### src/hdl/antialiased_line_rasterizer_defines.svh
// ----------------------------------------------------------------------------
// Assertion macros for the antialiased line rasterizer
// Shared check forms, sampled on clock and held off while reset is high.
// ----------------------------------------------------------------------------
`ifndef ANTIALIASED_LINE_RASTERIZER_DEFINES_SVH
`define ANTIALIASED_LINE_RASTERIZER_DEFINES_SVH

// same-cycle implication
`define ALR_ASSERT_IMPL(lbl, ante, cons) \
   lbl: assert property (@(posedge clock) disable iff (reset) (ante) |-> (cons)) \
      else $error("alr check failed");

// next-cycle implication
`define ALR_ASSERT_NEXT(lbl, ante, cons) \
   lbl: assert property (@(posedge clock) disable iff (reset) (ante) |=> (cons)) \
      else $error("alr check failed");

`endif

### src/hdl/alr_pkg.sv
// ----------------------------------------------------------------------------
// alr_pkg
// Types, constants and helpers shared by the line rasterizer modules.
// ----------------------------------------------------------------------------
`timescale 1ns / 1ps

package alr_pkg;

   localparam int COORD_BITS  = 12;
   localparam int FRAC_BITS   = 16;
   localparam int PIX_BITS    = COORD_BITS + 1;
   localparam int ACC_BITS    = COORD_BITS + FRAC_BITS + 1;
   localparam int SLOPE_BITS  = FRAC_BITS + 2;
   localparam int COV_BITS    = 8;
   localparam int COV_SHIFT   = FRAC_BITS - COV_BITS;
   localparam int DIV_BITS    = COORD_BITS + FRAC_BITS;
   localparam int DIV_CNT_BITS = $clog2(DIV_BITS);
   localparam int QUEUE_DEPTH = 2;
   localparam int QPTR_BITS   = $clog2(QUEUE_DEPTH);

   localparam logic [FRAC_BITS:0] FRAC_ONE = {1'b1, {FRAC_BITS{1'b0}}};
   localparam logic [COV_BITS-1:0] COV_HALF = {1'b1, {(COV_BITS-1){1'b0}}};
   localparam logic [COV_BITS-1:0] COV_NONE = '0;

   localparam logic OP_START = 1'b0;
   localparam logic OP_STEP  = 1'b1;

   typedef enum logic [1:0] {
      FR_IDLE,
      FR_DIVIDE,
      FR_PUSH
   } fr_state_type;

   typedef enum logic [1:0] {
      PH_FIRST    = 2'd0,
      PH_INTERIOR = 2'd1,
      PH_FINAL    = 2'd2
   } phase_type;

   // one queued command: a step, or the setup of a new line
   typedef struct packed {
      logic                  is_step;
      logic                  steep;
      logic [COORD_BITS-1:0] x0;
      logic [COORD_BITS-1:0] y0;
      logic [COORD_BITS-1:0] x1;
      logic [COORD_BITS-1:0] y1;
      logic [SLOPE_BITS-1:0] slope;
   } cmd_type;

   typedef struct packed {
      logic full;
      logic empty;
   } q_stat_type;

   // fraction (one integer bit) to 8-bit coverage, 1.0 saturates
   function automatic logic [COV_BITS-1:0] cov_sat(input logic [FRAC_BITS:0] v);
      logic [FRAC_BITS-COV_SHIFT:0] c;
      c = v[FRAC_BITS:COV_SHIFT];
      if (c[FRAC_BITS-COV_SHIFT]) begin
         return '1;
      end
      return c[COV_BITS-1:0];
   endfunction

endpackage

### src/hdl/antialiased_line_rasterizer.sv
// ----------------------------------------------------------------------------
// antialiased_line_rasterizer
// Wu antialiased line rasterizer: line setup with a serial slope divider,
// a command queue, and a pixel walker emitting two pixels per column.
// ----------------------------------------------------------------------------
//  channel | ports                          | word
//  req     | req_valid / req_stall          | opcode, two endpoints
//  rsp     | rsp_valid / rsp_stall          | pixel x, y, coverage, last
//
//  A step word yields two pixel words, one for each of the two rows; the
//  step leaves the queue with its second word, and a response stall holds the walk.
//  A start word holds the front through FR_DIVIDE, which forms a DIV_BITS (28) bit
//  quotient, and FR_PUSH; the back end keeps draining queued steps meanwhile.
//  Reset is synchronous and needs no clearing pass.
//  Either side may stall at any cycle; the queue decouples setup from drawing.
// ----------------------------------------------------------------------------
`timescale 1ns / 1ps

module antialiased_line_rasterizer import alr_pkg::*; (
   input  logic                  clock,
   input  logic                  reset,
   input  logic                  req_valid,
   output logic                  req_stall,
   input  logic                  req_opcode,
   input  logic [COORD_BITS-1:0] req_x_start,
   input  logic [COORD_BITS-1:0] req_y_start,
   input  logic [COORD_BITS-1:0] req_x_end,
   input  logic [COORD_BITS-1:0] req_y_end,
   output logic                  rsp_valid,
   input  logic                  rsp_stall,
   output logic [PIX_BITS-1:0]   rsp_pixel_x,
   output logic [PIX_BITS-1:0]   rsp_pixel_y,
   output logic [COV_BITS-1:0]   rsp_coverage,
   output logic                  rsp_last
);

   q_stat_type q_stat;
   logic       q_push, q_pop;
   cmd_type    q_data, q_head;

   alr_front u_front (
      .clock       (clock),
      .reset       (reset),
      .req_valid   (req_valid),
      .req_stall   (req_stall),
      .req_opcode  (req_opcode),
      .req_x_start (req_x_start),
      .req_y_start (req_y_start),
      .req_x_end   (req_x_end),
      .req_y_end   (req_y_end),
      .q_stat      (q_stat),
      .q_push      (q_push),
      .q_data      (q_data)
   );

   alr_queue u_queue (
      .clock     (clock),
      .reset     (reset),
      .push      (q_push),
      .push_data (q_data),
      .pop       (q_pop),
      .head      (q_head),
      .stat      (q_stat)
   );

   alr_back u_back (
      .clock        (clock),
      .reset        (reset),
      .head         (q_head),
      .q_stat       (q_stat),
      .q_pop        (q_pop),
      .rsp_valid    (rsp_valid),
      .rsp_stall    (rsp_stall),
      .rsp_pixel_x  (rsp_pixel_x),
      .rsp_pixel_y  (rsp_pixel_y),
      .rsp_coverage (rsp_coverage),
      .rsp_last     (rsp_last)
   );

endmodule

### src/hdl/alr_front.sv
// ----------------------------------------------------------------------------
// alr_front
// Accepts request words, sets up new lines (endpoint ordering and a serial
// slope divider) and pushes commands into the queue.
// ----------------------------------------------------------------------------
`timescale 1ns / 1ps
`include "antialiased_line_rasterizer_defines.svh"

module alr_front import alr_pkg::*; (
   input  logic                  clock,
   input  logic                  reset,
   input  logic                  req_valid,
   output logic                  req_stall,
   input  logic                  req_opcode,
   input  logic [COORD_BITS-1:0] req_x_start,
   input  logic [COORD_BITS-1:0] req_y_start,
   input  logic [COORD_BITS-1:0] req_x_end,
   input  logic [COORD_BITS-1:0] req_y_end,
   input  q_stat_type            q_stat,
   output logic                  q_push,
   output cmd_type               q_data
);

   fr_state_type state_ff, state_in;

   logic                    steep_ff, steep_in;
   logic [COORD_BITS-1:0]   x0_ff, x0_in, y0_ff, y0_in, x1_ff, x1_in, y1_ff, y1_in;
   logic [COORD_BITS-1:0]   dx_ff, dx_in;
   logic                    neg_ff, neg_in;
   logic [DIV_BITS-1:0]     dvd_ff, dvd_in;
   logic [DIV_BITS-1:0]     quo_ff, quo_in;
   logic [COORD_BITS-1:0]   rem_ff, rem_in;
   logic [DIV_CNT_BITS-1:0] cnt_ff, cnt_in;

   logic                  accept;
   logic [COORD_BITS-1:0] adx, ady;
   logic                  steep;
   logic [COORD_BITS-1:0] ax0, ay0, ax1, ay1;
   logic [COORD_BITS-1:0] ox0, oy0, ox1, oy1;
   logic [COORD_BITS:0]   trial;
   logic                  ge;
   logic [FRAC_BITS:0]    mag;
   logic [SLOPE_BITS-1:0] mag_ext;

   assign req_stall = (state_ff != FR_IDLE) || q_stat.full;
   assign accept    = req_valid && !req_stall;

   // steep test, then order endpoints so the walk column rises
   always_comb begin
      adx   = (req_x_end > req_x_start) ? req_x_end - req_x_start : req_x_start - req_x_end;
      ady   = (req_y_end > req_y_start) ? req_y_end - req_y_start : req_y_start - req_y_end;
      steep = ady > adx;
      ax0   = steep ? req_y_start : req_x_start;
      ay0   = steep ? req_x_start : req_y_start;
      ax1   = steep ? req_y_end   : req_x_end;
      ay1   = steep ? req_x_end   : req_y_end;
      if (ax0 > ax1) begin
         ox0 = ax1; oy0 = ay1; ox1 = ax0; oy1 = ay0;
      end else begin
         ox0 = ax0; oy0 = ay0; ox1 = ax1; oy1 = ay1;
      end
   end

   // one restoring division step per cycle
   assign trial = {rem_ff, dvd_ff[DIV_BITS-1]};
   assign ge    = trial >= {1'b0, dx_ff};

   // |dy| <= dx, so the quotient fits one integer bit
   assign mag     = (dx_ff == '0) ? '0 : quo_ff[FRAC_BITS:0];
   assign mag_ext = {1'b0, mag};

   always_comb begin
      q_data.is_step = (state_ff == FR_IDLE);
      q_data.steep   = steep_ff;
      q_data.x0      = x0_ff;
      q_data.y0      = y0_ff;
      q_data.x1      = x1_ff;
      q_data.y1      = y1_ff;
      q_data.slope   = neg_ff ? (~mag_ext + SLOPE_BITS'(1)) : mag_ext;
   end

   always_comb begin
      state_in = state_ff;
      steep_in = steep_ff;
      x0_in    = x0_ff;
      y0_in    = y0_ff;
      x1_in    = x1_ff;
      y1_in    = y1_ff;
      dx_in    = dx_ff;
      neg_in   = neg_ff;
      dvd_in   = dvd_ff;
      quo_in   = quo_ff;
      rem_in   = rem_ff;
      cnt_in   = cnt_ff;
      q_push   = 1'b0;
      case (state_ff)
         FR_IDLE: begin
            if (accept) begin
               if (req_opcode == OP_STEP) begin
                  q_push = 1'b1;
               end else begin
                  steep_in = steep;
                  x0_in    = ox0;
                  y0_in    = oy0;
                  x1_in    = ox1;
                  y1_in    = oy1;
                  dx_in    = ox1 - ox0;
                  neg_in   = oy1 < oy0;
                  dvd_in   = {((oy1 < oy0) ? oy0 - oy1 : oy1 - oy0), {FRAC_BITS{1'b0}}};
                  rem_in   = '0;
                  cnt_in   = DIV_CNT_BITS'(DIV_BITS - 1);
                  state_in = FR_DIVIDE;
               end
            end
         end
         FR_DIVIDE: begin
            rem_in = ge ? COORD_BITS'(trial - {1'b0, dx_ff}) : trial[COORD_BITS-1:0];
            dvd_in = {dvd_ff[DIV_BITS-2:0], 1'b0};
            quo_in = {quo_ff[DIV_BITS-2:0], ge};
            cnt_in = cnt_ff - DIV_CNT_BITS'(1);
            if (cnt_ff == '0) begin
               state_in = FR_PUSH;
            end
         end
         FR_PUSH: begin
            if (!q_stat.full) begin
               q_push   = 1'b1;
               state_in = FR_IDLE;
            end
         end
         default: begin
            state_in = FR_IDLE;
         end
      endcase
   end

   always_ff @(posedge clock) begin
      if (reset) begin
         state_ff <= FR_IDLE;
      end else begin
         state_ff <= state_in;
      end
   end

   always_ff @(posedge clock) begin
      steep_ff <= steep_in;
      x0_ff    <= x0_in;
      y0_ff    <= y0_in;
      x1_ff    <= x1_in;
      y1_ff    <= y1_in;
      dx_ff    <= dx_in;
      neg_ff   <= neg_in;
      dvd_ff   <= dvd_in;
      quo_ff   <= quo_in;
      rem_ff   <= rem_in;
      cnt_ff   <= cnt_in;
   end

   `ALR_ASSERT_NEXT(a_start_divides, accept && (req_opcode == OP_START), state_ff == FR_DIVIDE)
   `ALR_ASSERT_NEXT(a_divide_runs, (state_ff == FR_DIVIDE) && (cnt_ff != '0), state_ff == FR_DIVIDE)

endmodule

### src/hdl/alr_queue.sv
// ----------------------------------------------------------------------------
// alr_queue
// Short command queue between the setup front and the pixel back end.
// ----------------------------------------------------------------------------
`timescale 1ns / 1ps
`include "antialiased_line_rasterizer_defines.svh"

module alr_queue import alr_pkg::*; (
   input  logic       clock,
   input  logic       reset,
   input  logic       push,
   input  cmd_type    push_data,
   input  logic       pop,
   output cmd_type    head,
   output q_stat_type stat
);

   cmd_type                mem_ff [QUEUE_DEPTH];
   logic [QPTR_BITS-1:0]   wr_ptr_ff, wr_ptr_in;
   logic [QPTR_BITS-1:0]   rd_ptr_ff, rd_ptr_in;
   logic [QPTR_BITS:0]     count_ff, count_in;

   assign stat.full  = (count_ff == (QPTR_BITS+1)'(QUEUE_DEPTH));
   assign stat.empty = (count_ff == '0);
   assign head       = mem_ff[rd_ptr_ff];

   always_comb begin
      wr_ptr_in = push ? wr_ptr_ff + QPTR_BITS'(1) : wr_ptr_ff;
      rd_ptr_in = pop  ? rd_ptr_ff + QPTR_BITS'(1) : rd_ptr_ff;
      count_in  = count_ff;
      if (push && !pop) begin
         count_in = count_ff + (QPTR_BITS+1)'(1);
      end else if (pop && !push) begin
         count_in = count_ff - (QPTR_BITS+1)'(1);
      end
   end

   always_ff @(posedge clock) begin
      if (reset) begin
         wr_ptr_ff <= '0;
         rd_ptr_ff <= '0;
         count_ff  <= '0;
      end else begin
         wr_ptr_ff <= wr_ptr_in;
         rd_ptr_ff <= rd_ptr_in;
         count_ff  <= count_in;
      end
   end

   always_ff @(posedge clock) begin
      if (push) begin
         mem_ff[wr_ptr_ff] <= push_data;
      end
   end

   `ALR_ASSERT_IMPL(a_no_overflow, push, !stat.full)
   `ALR_ASSERT_IMPL(a_no_underflow, pop, !stat.empty)

endmodule

### src/hdl/alr_back.sv
// ----------------------------------------------------------------------------
// alr_back
// Walks the active line: two pixel words per step command, written into the
// response register one per cycle while it is not stalled.
// ----------------------------------------------------------------------------
`timescale 1ns / 1ps
`include "antialiased_line_rasterizer_defines.svh"

module alr_back import alr_pkg::*; (
   input  logic                clock,
   input  logic                reset,
   input  cmd_type             head,
   input  q_stat_type          q_stat,
   output logic                q_pop,
   output logic                rsp_valid,
   input  logic                rsp_stall,
   output logic [PIX_BITS-1:0] rsp_pixel_x,
   output logic [PIX_BITS-1:0] rsp_pixel_y,
   output logic [COV_BITS-1:0] rsp_coverage,
   output logic                rsp_last
);

   logic                  steep_ff, steep_in;
   logic                  active_ff, active_in;
   phase_type             phase_ff, phase_in;
   logic                  half_ff, half_in;
   logic [COORD_BITS-1:0] cur_col_ff, cur_col_in;
   logic [COORD_BITS-1:0] fin_col_ff, fin_col_in;
   logic [COORD_BITS-1:0] first_row_ff, first_row_in;
   logic [COORD_BITS-1:0] fin_row_ff, fin_row_in;
   logic [ACC_BITS-1:0]   acc_ff, acc_in;
   logic [SLOPE_BITS-1:0] slope_ff, slope_in;

   logic                  rsp_valid_ff, rsp_valid_in;
   logic [PIX_BITS-1:0]   rsp_x_ff, rsp_x_in, rsp_y_ff, rsp_y_in;
   logic [COV_BITS-1:0]   rsp_cov_ff, rsp_cov_in;
   logic                  rsp_last_ff, rsp_last_in;

   logic                  out_free;
   logic                  emit;
   logic [COORD_BITS-1:0] pix_col, pix_row_base;
   logic [PIX_BITS-1:0]   pix_row;
   logic [COV_BITS-1:0]   pix_cov;
   logic                  pix_last;
   logic [FRAC_BITS-1:0]  frac;
   logic [COORD_BITS:0]   col_next;
   logic                  col_done;
   logic [ACC_BITS-1:0]   slope_sx, head_slope_sx;

   assign out_free = !rsp_valid_ff || !rsp_stall;
   assign frac     = acc_ff[FRAC_BITS-1:0];
   assign col_next = {1'b0, cur_col_ff} + (COORD_BITS+1)'(1);
   assign col_done = col_next >= {1'b0, fin_col_ff};
   assign slope_sx = {{(ACC_BITS-SLOPE_BITS){slope_ff[SLOPE_BITS-1]}}, slope_ff};
   assign head_slope_sx = {{(ACC_BITS-SLOPE_BITS){head.slope[SLOPE_BITS-1]}}, head.slope};

   // pixel for the current column; half selects the lower row
   always_comb begin
      pix_last = 1'b0;
      case (phase_ff)
         PH_FIRST: begin
            pix_col      = cur_col_ff;
            pix_row_base = first_row_ff;
            pix_cov      = half_ff ? COV_NONE : COV_HALF;
         end
         PH_INTERIOR: begin
            pix_col      = cur_col_ff;
            pix_row_base = acc_ff[FRAC_BITS +: COORD_BITS];
            pix_cov      = half_ff ? cov_sat({1'b0, frac}) : cov_sat(FRAC_ONE - {1'b0, frac});
         end
         default: begin
            pix_col      = fin_col_ff;
            pix_row_base = fin_row_ff;
            pix_cov      = half_ff ? COV_NONE : COV_HALF;
            pix_last     = half_ff;
         end
      endcase
      pix_row = {1'b0, pix_row_base} + PIX_BITS'(half_ff);
   end

   always_comb begin
      steep_in     = steep_ff;
      active_in    = active_ff;
      phase_in     = phase_ff;
      half_in      = half_ff;
      cur_col_in   = cur_col_ff;
      fin_col_in   = fin_col_ff;
      first_row_in = first_row_ff;
      fin_row_in   = fin_row_ff;
      acc_in       = acc_ff;
      slope_in     = slope_ff;
      q_pop        = 1'b0;
      emit         = 1'b0;
      if (!q_stat.empty) begin
         if (!head.is_step) begin
            q_pop        = 1'b1;
            steep_in     = head.steep;
            active_in    = 1'b1;
            phase_in     = PH_FIRST;
            half_in      = 1'b0;
            cur_col_in   = head.x0;
            fin_col_in   = head.x1;
            first_row_in = head.y0;
            fin_row_in   = head.y1;
            slope_in     = head.slope;
            acc_in       = {1'b0, head.y0, {FRAC_BITS{1'b0}}} + head_slope_sx;
         end else if (!active_ff) begin
            q_pop = 1'b1;
         end else if (out_free) begin
            emit = 1'b1;
            if (!half_ff) begin
               half_in = 1'b1;
            end else begin
               half_in = 1'b0;
               q_pop   = 1'b1;
               case (phase_ff)
                  PH_FIRST: begin
                     if (col_done) begin
                        phase_in = PH_FINAL;
                     end else begin
                        cur_col_in = col_next[COORD_BITS-1:0];
                        phase_in   = PH_INTERIOR;
                     end
                  end
                  PH_INTERIOR: begin
                     acc_in = acc_ff + slope_sx;
                     if (col_done) begin
                        phase_in = PH_FINAL;
                     end else begin
                        cur_col_in = col_next[COORD_BITS-1:0];
                     end
                  end
                  default: begin
                     active_in = 1'b0;
                     phase_in  = PH_FIRST;
                  end
               endcase
            end
         end
      end
   end

   always_comb begin
      rsp_valid_in = rsp_valid_ff;
      rsp_x_in     = rsp_x_ff;
      rsp_y_in     = rsp_y_ff;
      rsp_cov_in   = rsp_cov_ff;
      rsp_last_in  = rsp_last_ff;
      if (emit) begin
         rsp_valid_in = 1'b1;
         rsp_x_in     = steep_ff ? pix_row : {1'b0, pix_col};
         rsp_y_in     = steep_ff ? {1'b0, pix_col} : pix_row;
         rsp_cov_in   = pix_cov;
         rsp_last_in  = pix_last;
      end else if (!rsp_stall) begin
         rsp_valid_in = 1'b0;
      end
   end

   always_ff @(posedge clock) begin
      if (reset) begin
         steep_ff     <= 1'b0;
         active_ff    <= 1'b0;
         phase_ff     <= PH_FIRST;
         half_ff      <= 1'b0;
         cur_col_ff   <= '0;
         fin_col_ff   <= '0;
         first_row_ff <= '0;
         fin_row_ff   <= '0;
         acc_ff       <= '0;
         slope_ff     <= '0;
         rsp_valid_ff <= 1'b0;
      end else begin
         steep_ff     <= steep_in;
         active_ff    <= active_in;
         phase_ff     <= phase_in;
         half_ff      <= half_in;
         cur_col_ff   <= cur_col_in;
         fin_col_ff   <= fin_col_in;
         first_row_ff <= first_row_in;
         fin_row_ff   <= fin_row_in;
         acc_ff       <= acc_in;
         slope_ff     <= slope_in;
         rsp_valid_ff <= rsp_valid_in;
      end
   end

   always_ff @(posedge clock) begin
      rsp_x_ff    <= rsp_x_in;
      rsp_y_ff    <= rsp_y_in;
      rsp_cov_ff  <= rsp_cov_in;
      rsp_last_ff <= rsp_last_in;
   end

   assign rsp_valid    = rsp_valid_ff;
   assign rsp_pixel_x  = rsp_x_ff;
   assign rsp_pixel_y  = rsp_y_ff;
   assign rsp_coverage = rsp_cov_ff;
   assign rsp_last     = rsp_last_ff;

   `ALR_ASSERT_IMPL(a_half_in_line, half_ff, active_ff)
   `ALR_ASSERT_IMPL(a_last_empty, rsp_valid_ff && rsp_last_ff, rsp_cov_ff == COV_NONE)

endmodule
### config.mk
export PLATFORM = sky130hd
export DESIGN_NAME = antialiased_line_rasterizer
export DESIGN_NICKNAME = d
export VERILOG_FILES = /design/src/hdl/alr_pkg.sv /design/src/hdl/antialiased_line_rasterizer.sv /design/src/hdl/alr_front.sv /design/src/hdl/alr_queue.sv /design/src/hdl/alr_back.sv
export VERILOG_INCLUDE_DIRS = /design/src /design/src/hdl
export SDC_FILE = /design/constraint.sdc
export NUM_CORES = 1
export LEC_CHECK = 0
export BUFFER_PORTS_ARGS = -buffer_cell sky130_fd_sc_hd__buf_4
export CAP_MARGIN = 15
export CORE_ASPECT_RATIO = 0.8
export CORE_MARGIN = 2
export CORE_UTILIZATION = 39
export DETAILED_ROUTE_END_ITERATION = 16
export PLACE_DENSITY = 0.52
export REMOVE_ABC_BUFFERS = 1
export SLEW_MARGIN = 20
export SYNTH_ARGS = -nofsm -noshare
export SYNTH_HDL_FRONTEND = slang
export SYNTH_SLANG_ARGS = --single-unit
### constraint.sdc
create_clock -name clock -period 24.1 [get_ports clock]
set_input_delay 4.82 -clock clock [delete_from_list [all_inputs] [get_ports clock]]
set_output_delay 4.82 -clock clock [all_outputs]
set_load 0.01 [all_outputs]
==> out/metrics.yaml, run 1 <==
cts:
  htree_levels: 2
  path_clk_slew_ns: 0.06
  post_cts_buffers: 0
  cts-buffers-inserted: 43
  post_cts_resized: 0
  cts_root_buf: "clkbuf_16"
  cts_hold_buf: 0
  clk_path_buf_depth: 3
  tritoncts: "built"
  cts_sinks: 386
  worstSkewPairLatency_ns: 0.57
critical_path:
  crit_path_start_kind: "primary input"
  r2r_cells: 17
  timing.rr.end: "u_back.acc_ff[26]"
  cp_slowest_cell: "o311ai_0"
  critical_path.max_fanout: 89
  crit_path_max_incr_delay_ns: 0.66
  crit_family: "compound AO/OA/AOI/OAI gates"
  r2r-start: "u_back.acc_ff[0]"
  path_buf_inv: 8
  arrival_ns: 17.62
  cp.required_ns: 24.49
  critical_path.most_common_cell: "a21o_1"
  end_kind: "register"
  crit_type: "in2reg"
  reg2reg_slack_ns: 19.63
layout:
  final_util: 0.444
  syn_to_final_growth_pct: 12.0
  nFillCells: 5682
  drive_gt1_frac: 0.0947
  stdcell_count: 3273
  fin_nets: 2675
place:
  dp_slack_ns: 6.13
  portBuffers: 89
  dp_cells: 3193
  dp.final_hpwl_um: 46400
  gp_congestion: 0.921
outcome:
  status: "finished, final reports clean"
die:
  die_y_um: 225
  core_area_um2: 59900
  start_util: 0.396
  pin_count: 90
  die_area_um2: 62800
  fp-row-count: 80
  die_w_um: 280
timing:
  maxSlewViolCount: 0
  timing.final.crit_share: 0.715
  whs_ns: 0.422
  relSlewSlack: 0.298
  worst_slew_pin_slew_ns: 1.05
  fin_ws_ns: 6.87
  timing.fmax_mhz: 58.0
  finalSetupTns_ns: 0
  finClkSkew_ns: 0.0295
  finalSetupViolations: 0
  fin_crit_ns: 17.23
  finalHoldViolCount: 0
  rsz0062_at_grt: "false"
logic_synthesis:
  ys_seq_elements: 386
  synth_edf_count: 279
  ys_types: 89
  synth_area_um2: 23700
  syn_avg_cell_area_um2: 9.83
  seq_area_frac_synth: 0.443
  async_flop_share: 0
  syn_inst: 2413
  ys.flop_type: "edfxtp_1"
  ys_warn_count: 0
drt:
  drtAntennaViolNets: 0
  num_vias: 17800
  drc_errors: 0
  drt-initial-drc-count: 1144
  dr.pass1.iters: 5
  viasPerCell: 5.44
  drt-total-wl_um: 62700
  wl_per_cell_um: 19.2
hold_path:
  hp-class: "reg2reg"
  hold_path_depth: 0
  min_to: "u_queue.mem_ff[1][49]"
  worst_hold_startpoint: "u_front.y0_ff[7]"
power_and_ir_drop:
  leakagePower_nw: 10.6
  powerDensity_nw_per_um2: 156
  ir_drop_mv: 0.123
global_routing:
  grt_max_degree: 90
  grt_pass1_vias: 16900
  grt_pass1_wl_um: 98100
  grt-ovfl-total: 0
  grtUsageTotal: 0.198
  antenna_found_initial: 1
flow_run:
  maxCapViolations: 0
[kinds of logic (layout without fill, tap and decap cells)]
kind of cell               Yosys count  after routing  share of synthesized area
AOI/OAI and AO/OA                  597            597                      0.168
other                                0              1                          0
and+or+nand+nor                    712            712                      0.137
muxes                              193            193                     0.0835
buffers and inverters              259            339                     0.0419
DFF                                386            386                      0.443
xor gates and xnor gates           104            104                     0.0384
adders and majority gates          162            162                     0.0883
[cell usage after synthesis, types with 70 or more instances]
master | n | area (um2)
edfxtp_1 | 279 | 8380
nor2_1 | 278 | 1040
nand2_1 | 165 | 619
mux2i_1 | 164 | 1640
a21oi_1 | 159 | 796
ha_1 | 153 | 1910
inv_1 | 147 | 552
dfxtp_1 | 107 | 2140
o21ai_0 | 104 | 521
nor3_1 | 79 | 395
clkbuf_1 | 77 | 289
a211oi_1 | 76 | 571
a21o_1 | 70 | 526
[registers in the layout, indices dropped and copies added (netlist names), 5 cells and up, named ones only]
signal and flops:
u_back.acc_ff 28, u_back.cur_col_ff 12, u_back.fin_col_ff 12, u_back.fin_row_ff 12
u_back.first_row_ff 12, u_back.rsp_coverage 8, u_back.rsp_pixel_x 13, u_back.rsp_pixel_y 13
u_back.slope_ff 18, u_front.cnt_ff 5, u_front.dvd_ff 12, u_front.dx_ff 12
u_front.quo_ff 17, u_front.rem_ff 12, u_front.x0_ff 12, u_front.x1_ff 12
u_front.y0_ff 12, u_front.y1_ff 12, u_queue.mem_ff 136
[where the power goes]
group          total [mW]  switching (mW)  internal (mW)
clock               0.644           0.264          0.381
combinational        2.40            1.47          0.930
sequential           1.09           0.106          0.980
total                4.13            1.84           2.29
[cell type report]
type	count	area [um2]	share of cell area
antenna	1	2.50	0.0000942
clock buffer	60	1200	0.0452
timing repair buffer	113	852	0.0321
clock inverter	18	186	0.00702
inverter	148	556	0.0209
tap	779	975	0.0367
multi-input combinational	1768	12300	0.462
sequential	386	10500	0.396
[how the worst max path moves through the flow]
stage / from / end / slack [ns] / depth (start not counted)
2_1_floorplan: req_y_end[0] / u_front.dvd_ff[25] / 6.25 / 45
3_3_place_gp: req_y_end[0] / u_front.dvd_ff[25] / 6.54 / 52
3_5_place_dp: req_y_end[0] / u_front.dvd_ff[25] / 6.13 / 51
4_1_cts: req_y_end[0] / u_front.dvd_ff[25] / 6.66 / 51
5_1_grt: req_y_end[0] / u_front.dvd_ff[25] / 5.83 / 51
6_report: req_y_end[0] / u_front.dvd_ff[25] / 6.87 / 51
[routing by layer]
layer  global-route usage  wire length, um  vias up
met5                    0                0        -
met4               0.0474             1200        0
met3               0.0205             2750       71
met2                0.295            26200      395
met1                0.305            32600     8422
li1                     -                -     8909
[per-stage QoR]
stage | power [mW] | cell area (um2)
after global routing | 4.47 | 26600
after detailed placement | 3.47 | 25200
after floorplan | 2.81 | 23300
final | 4.13 | 26600
after CTS | 4.14 | 26600
after global placement | 3.44 | 25200
[layout by cell type (no fill, tap or decap), types with 8 or more instances in the layout]
master,instances
edfxtp_1,279
nor2_1,275
nand2_1,164
mux2i_1,163
a21oi_1,158
ha_1,153
inv_1,147
buf_4,112
dfxtp_1,106
o21ai_0,103
nor3_1,79
a211oi_1,76
a21o_1,70
xnor2_1,62
clkbuf_16,44
xor2_1,42
nand3_1,36
o211ai_1,29
nand2b_1,28
mux2_2,24
nor2b_1,23
nand4_1,19
a211o_1,18
nor4_1,14
and3_1,14
or3_1,14
a21boi_0,14
o21bai_1,13
o21a_1,13
and2_1,12
clkbuf_1,12
o31ai_1,11
a31oi_1,11
fa_1,9
a311oi_1,8
No activity file was read; power rests on OpenSTA's default activity.
==> run 2: changes to the inputs <==
ABC_AREA = 1   (was not set)
PLACE_DENSITY = 0.53   (was 0.52)
clock period = 16.8 ns   (was 24.1 ns; I/O delays follow)
==> out/metrics.yaml, run 2 <==
critical_path:
  end_kind: "register"
  timing.critical_path.depth: 50
  crit_type: "in2reg"
  r2r_cells: 14
  crit_path_start_kind: "primary input"
  path_buf_inv: 8
  critical_path.max_fanout: 62
  cp_slowest_cell: "buf_4"
  crit_path_max_incr_delay_ns: 0.47
  cp.required_ns: 17.12
  cp-startpoint: "req_x_end[0]"
  crit_family: "simple AND/OR/NAND/NOR gates"
  arrival_ns: 12.89
  reg2reg_slack_ns: 11.76
  timing.rr.end: "u_back.acc_ff[15]"
  crit_end: "u_front.dvd_ff[27]"
  critical_path.most_common_cell: "nand2_1"
place:
  dp_cells: 3591
  placed_area_um2: 24800
  gp_congestion: 0.905
  portBuffers: 89
  dp.final_hpwl_um: 51200
hold_path:
  hp-class: "reg2reg"
  worst_hold_startpoint: "u_front.x1_ff[11]"
cts:
  path_clk_slew_ns: 0.06
  cts_root_buf: "clkbuf_16"
  post_cts_buffers: 0
  worstSkewPairLatency_ns: 0.58
  clk_path_buf_depth: 3
  cts-buffers-inserted: 43
  cts_hold_buf: 0
  htree_levels: 2
  tritoncts: "built"
  cts_sinks: 386
  post_cts_resized: 0
layout:
  final_common_cell: "nand2_1"
  largest_register_ffs: 136
  nFillCells: 5993
  fin_nets: 3072
  final_util: 0.440
  top_regs: "u_queue.mem_ff x136, u_back.acc_ff x28, u_back.slope_ff x18"
  mostFrequentLayoutCells: "nand2_1 (637), inv_1 (363), o21ai_0 (287), edfxtp_1 (279), a21oi_1 (225)"
  finalInstanceArea_um2: 26200
  stdcell_count: 3671
  insertedDiodeCount: 0
  drive_gt1_frac: 0.0847
  syn_to_final_growth_pct: 12.0
  regMostFlops: "u_queue.mem_ff"
logic_synthesis:
  seq_area_frac_synth: 0.450
  synth.most_common_cell: "nand2_1"
  synthAdderAreaFrac: 0.0896
  synth_edf_count: 279
  synth_compound_area_frac: 0.152
  ys_seq_elements: 386
  synthMuxAreaShare: 0.00771
  synth_top_cells_by_count: "nand2_1 (638), inv_1 (364), o21ai_0 (288)"
  async_flop_share: 0
  ys_types: 61
  synth.top_cell.area_share: 0.358
  ys.flop_type: "edfxtp_1"
  ys_warn_count: 0
  synth_xor_area_frac: 0.0408
  synthSimpleGateAreaFrac: 0.182
  synth_top_family_by_area: "simple AND/OR/NAND/NOR gates"
  syn_inst: 2805
  syn_avg_cell_area_um2: 8.34
  synth_area_um2: 23400
  yosys.area.top_type: "edfxtp_1"
  synthTopCellsByArea: "edfxtp_1 (36%), nand2_1 (10%), dfxtp_1 (9.2%)"
global_routing:
  grt_pass1_wl_um: 105000
  grt_pass1_vias: 17700
  antenna_found_initial: 0
  grt-ovfl-total: 0
  grt_max_degree: 87
  grtUsageTotal: 0.219
die:
  die_w_um: 278
  die_area_um2: 61900
  pin_count: 90
  fp-row-count: 80
  core_area_um2: 59500
  start_util: 0.393
  die_y_um: 223
timing:
  maxSlewViolCount: 0
  timing.fmax_mhz: 79.5
  worst_slew_pin_slew_ns: 1.04
  rsz0062_at_grt: "false"
  finClkSkew_ns: 0.0166
  finalSetupTns_ns: 0
  finalSetupViolations: 0
  timing.final.crit_share: 0.748
  relSlewSlack: 0.303
  finalHoldViolCount: 0
  fin_crit_ns: 12.57
outcome:
  status: "finished, final reports clean"
drt:
  num_vias: 18600
  drc_errors: 0
  dr.pass1.iters: 5
  wl_per_cell_um: 18.5
  drt-total-wl_um: 67800
  drt-initial-drc-count: 1293
  viasPerCell: 5.05
  drtAntennaViolNets: 0
flow_run:
  maxCapViolations: 0
run 2: stage by stage:
stage               setup WS, ns  hold slack [ns]
floorplan                   5.80            0.421
global placement            4.03            0.426
detailed placement          3.74            0.431
CTS                         4.33            0.433
global route                3.21            0.447
finish                      4.23            0.438
run 2: cells by family (layout without fill, tap and decap cells):
logic type / after synthesis / count (layout)
compound gates: 651 / 651
xor+xnor: 109 / 109
fa+ha+maj: 162 / 162
buf+inv: 475 / 562
flops: 386 / 386
mux: 18 / 18
simple gates: 1004 / 1004
run 2: layout make-up:
type	count	area, um2	area share
Timing Repair Buffer	110	826	0.0315
Clock inverter	24	233	0.00889
Multi-Input combinational cell	1944	11100	0.423
Tap cell	779	975	0.0372
Inverter	372	1400	0.0533
Sequential cell	386	10500	0.402
Clock buffer	56	1140	0.0437
run 2: worst min path at each step:
stage,slack (ns),to,cells past startpoint
after global routing,0.45,u_queue.mem_ff[0][41],0
after detailed placement,0.43,u_queue.mem_ff[1][40],0
final,0.44,u_queue.mem_ff[1][41],0
after global placement,0.43,u_queue.mem_ff[0][21],0
after floorplan,0.42,u_queue.mem_ff[0][18],0
after CTS,0.43,u_queue.mem_ff[1][41],0
run 2: metal layers:
layer | track usage | up-vias | routed length (um)
met5 | 0 | - | 0
met1 | 0.331 | 8519 | 34500
met3 | 0.0284 | 83 | 3190
met2 | 0.321 | 440 | 28100
met4 | 0.0696 | 0 | 1940
li1 | - | 9510 | -
Power of run 2 is left out: the tool's default activity adds up to more than one toggle a clock period on the data nets, which glitch-free logic cannot reach.
==> run 3: changes to the inputs <==
PLACE_DENSITY = 0.55   (was 0.53)
clock period = 10.58 ns   (was 16.8 ns; I/O delays follow)
==> out/metrics.yaml, run 3 (synthesis gave the netlist of run 2 again) <==
die:
  fp-row-count: 80
  core_area_um2: 59500
  pin_count: 90
  start_util: 0.393
  die_area_um2: 61900
  die_w_um: 278
  die_y_um: 223
layout:
  syn_to_final_growth_pct: 13.2
  finalInstanceArea_um2: 26500
  final_common_cell: "nand2_1"
  largest_register_ffs: 136
  nFillCells: 5886
  fin_nets: 3100
  final_util: 0.445
  mostFrequentLayoutCells: "nand2_1 (637), inv_1 (363), o21ai_0 (287), edfxtp_1 (279), a21oi_1 (225)"
  multi_input_area_um2: 11100
  top_regs: "u_queue.mem_ff x136, u_back.acc_ff x28, u_back.slope_ff x18"
  regMostFlops: "u_queue.mem_ff"
  insertedDiodeCount: 0
  ff_latch_area_um2: 10500
  drive_gt1_frac: 0.0966
drt:
  viasPerCell: 5.13
  dr.pass1.iters: 5
  wl_per_cell_um: 17.7
  num_vias: 19000
  drt-initial-drc-count: 1332
  drtAntennaViolNets: 0
  drt-total-wl_um: 65600
  drc_errors: 0
timing:
  fin_crit_ns: 9.59
  rsz0062_at_grt: "false"
  finalHoldViolCount: 0
  maxSlewViolCount: 0
  worst_slew_pin_slew_ns: 1.04
  finClkSkew_ns: 0.0332
  relSlewSlack: 0.304
  timing.fmax_mhz: 104
  finalSetupTns_ns: 0
  finalSetupViolations: 0
  timing.final.crit_share: 0.906
cts:
  post_cts_buffers: 0
  htree_levels: 2
  cts_hold_buf: 0
  cts_root_buf: "clkbuf_16"
  cts_sinks: 386
  worstSkewPairLatency_ns: 0.58
  post_cts_resized: 0
  clk_path_buf_depth: 3
  cts-buffers-inserted: 44
  path_clk_slew_ns: 0.06
  tritoncts: "built"
hold_path:
  hp-class: "reg2reg"
critical_path:
  crit_path_start_kind: "primary input"
  critical_path.most_common_cell: "nand2_1"
  end_kind: "register"
  arrival_ns: 9.87
  cp.required_ns: 10.86
  critical_path.max_fanout: 46
  crit_type: "in2reg"
  cp_slowest_cell: "o311ai_0"
  crit_path_max_incr_delay_ns: 0.46
place:
  placed_area_um2: 25000
  gp_congestion: 0.931
  portBuffers: 89
  dp.final_hpwl_um: 49500
flow_run:
  maxCapViolations: 0
global_routing:
  antenna_found_initial: 0
  grtUsageTotal: 0.210
  grt_pass1_vias: 18300
  grt_max_degree: 70
  grt-ovfl-total: 0
  grt_pass1_wl_um: 103000
outcome:
  status: "finished, final reports clean"
==> run 3: cell count changes in the layout (fill, tap and decap cells not counted), moves of 2 or more <==
cell / delta
clkinv_2: +4
clkinv_1: -7
buf_4: +26
clkbuf_16: +2
==> run 3: metal layers <==
layer	part of all wire	up-vias	GRT usage
met5	0	-	0
met4	0.023	0	0.0586
met3	0.044	81	0.0236
met2	0.43	466	0.325
met1	0.50	8826	0.311
li1	-	9585	-
==> run 3: per-stage QoR <==
step	std cells	hold WS, ns	setup slack (ns)
floorplan	2702	0.421	0.605
global placement	3618	0.426	0.430
detailed placement	3618	0.430	0.223
CTS	3698	0.418	0.808
global route	3698	0.431	0.0603
finish	3698	0.421	0.992
==> run 3: cell type report <==
class | instances | area share
multi-input cells | 1944 | 0.419
repair buffers | 137 | 0.0393
clock inverters | 24 | 0.00946
clock buffers | 56 | 0.0445
flip-flops and latches | 386 | 0.398
inverters | 372 | 0.0528
well taps | 779 | 0.0368
==> run 3: path summary, 6_finish.rpt <==
| check | from | endpoint | slack (ns) | depth (start not counted) |
|---|---|---|---|---|
| setup / recovery | req_x_end[0] | u_front.dvd_ff[20] | 0.99 | 49 |
| hold / removal | u_front.x1_ff[10] | u_queue.mem_ff[0][40] | 0.42 | 0 |
| setup reg to reg | register | u_back.acc_ff[27] | 6.57 | 21 |
| hold reg to reg | u_front.x1_ff[10] | u_queue.mem_ff[0][40] | 0.42 | 0 |
==> run 3: critical path: cells and delay by family <==
| family | cells | cell delay (ns) |
|---|---|---|
| xor+xnor | 1 | 0.16 |
| compound gates | 11 | 2.18 |
| fa+ha+maj | 5 | 1.67 |
| buf+inv | 9 | 1.16 |
| simple gates | 23 | 2.56 |
Power of run 3 is left out for the same reason.
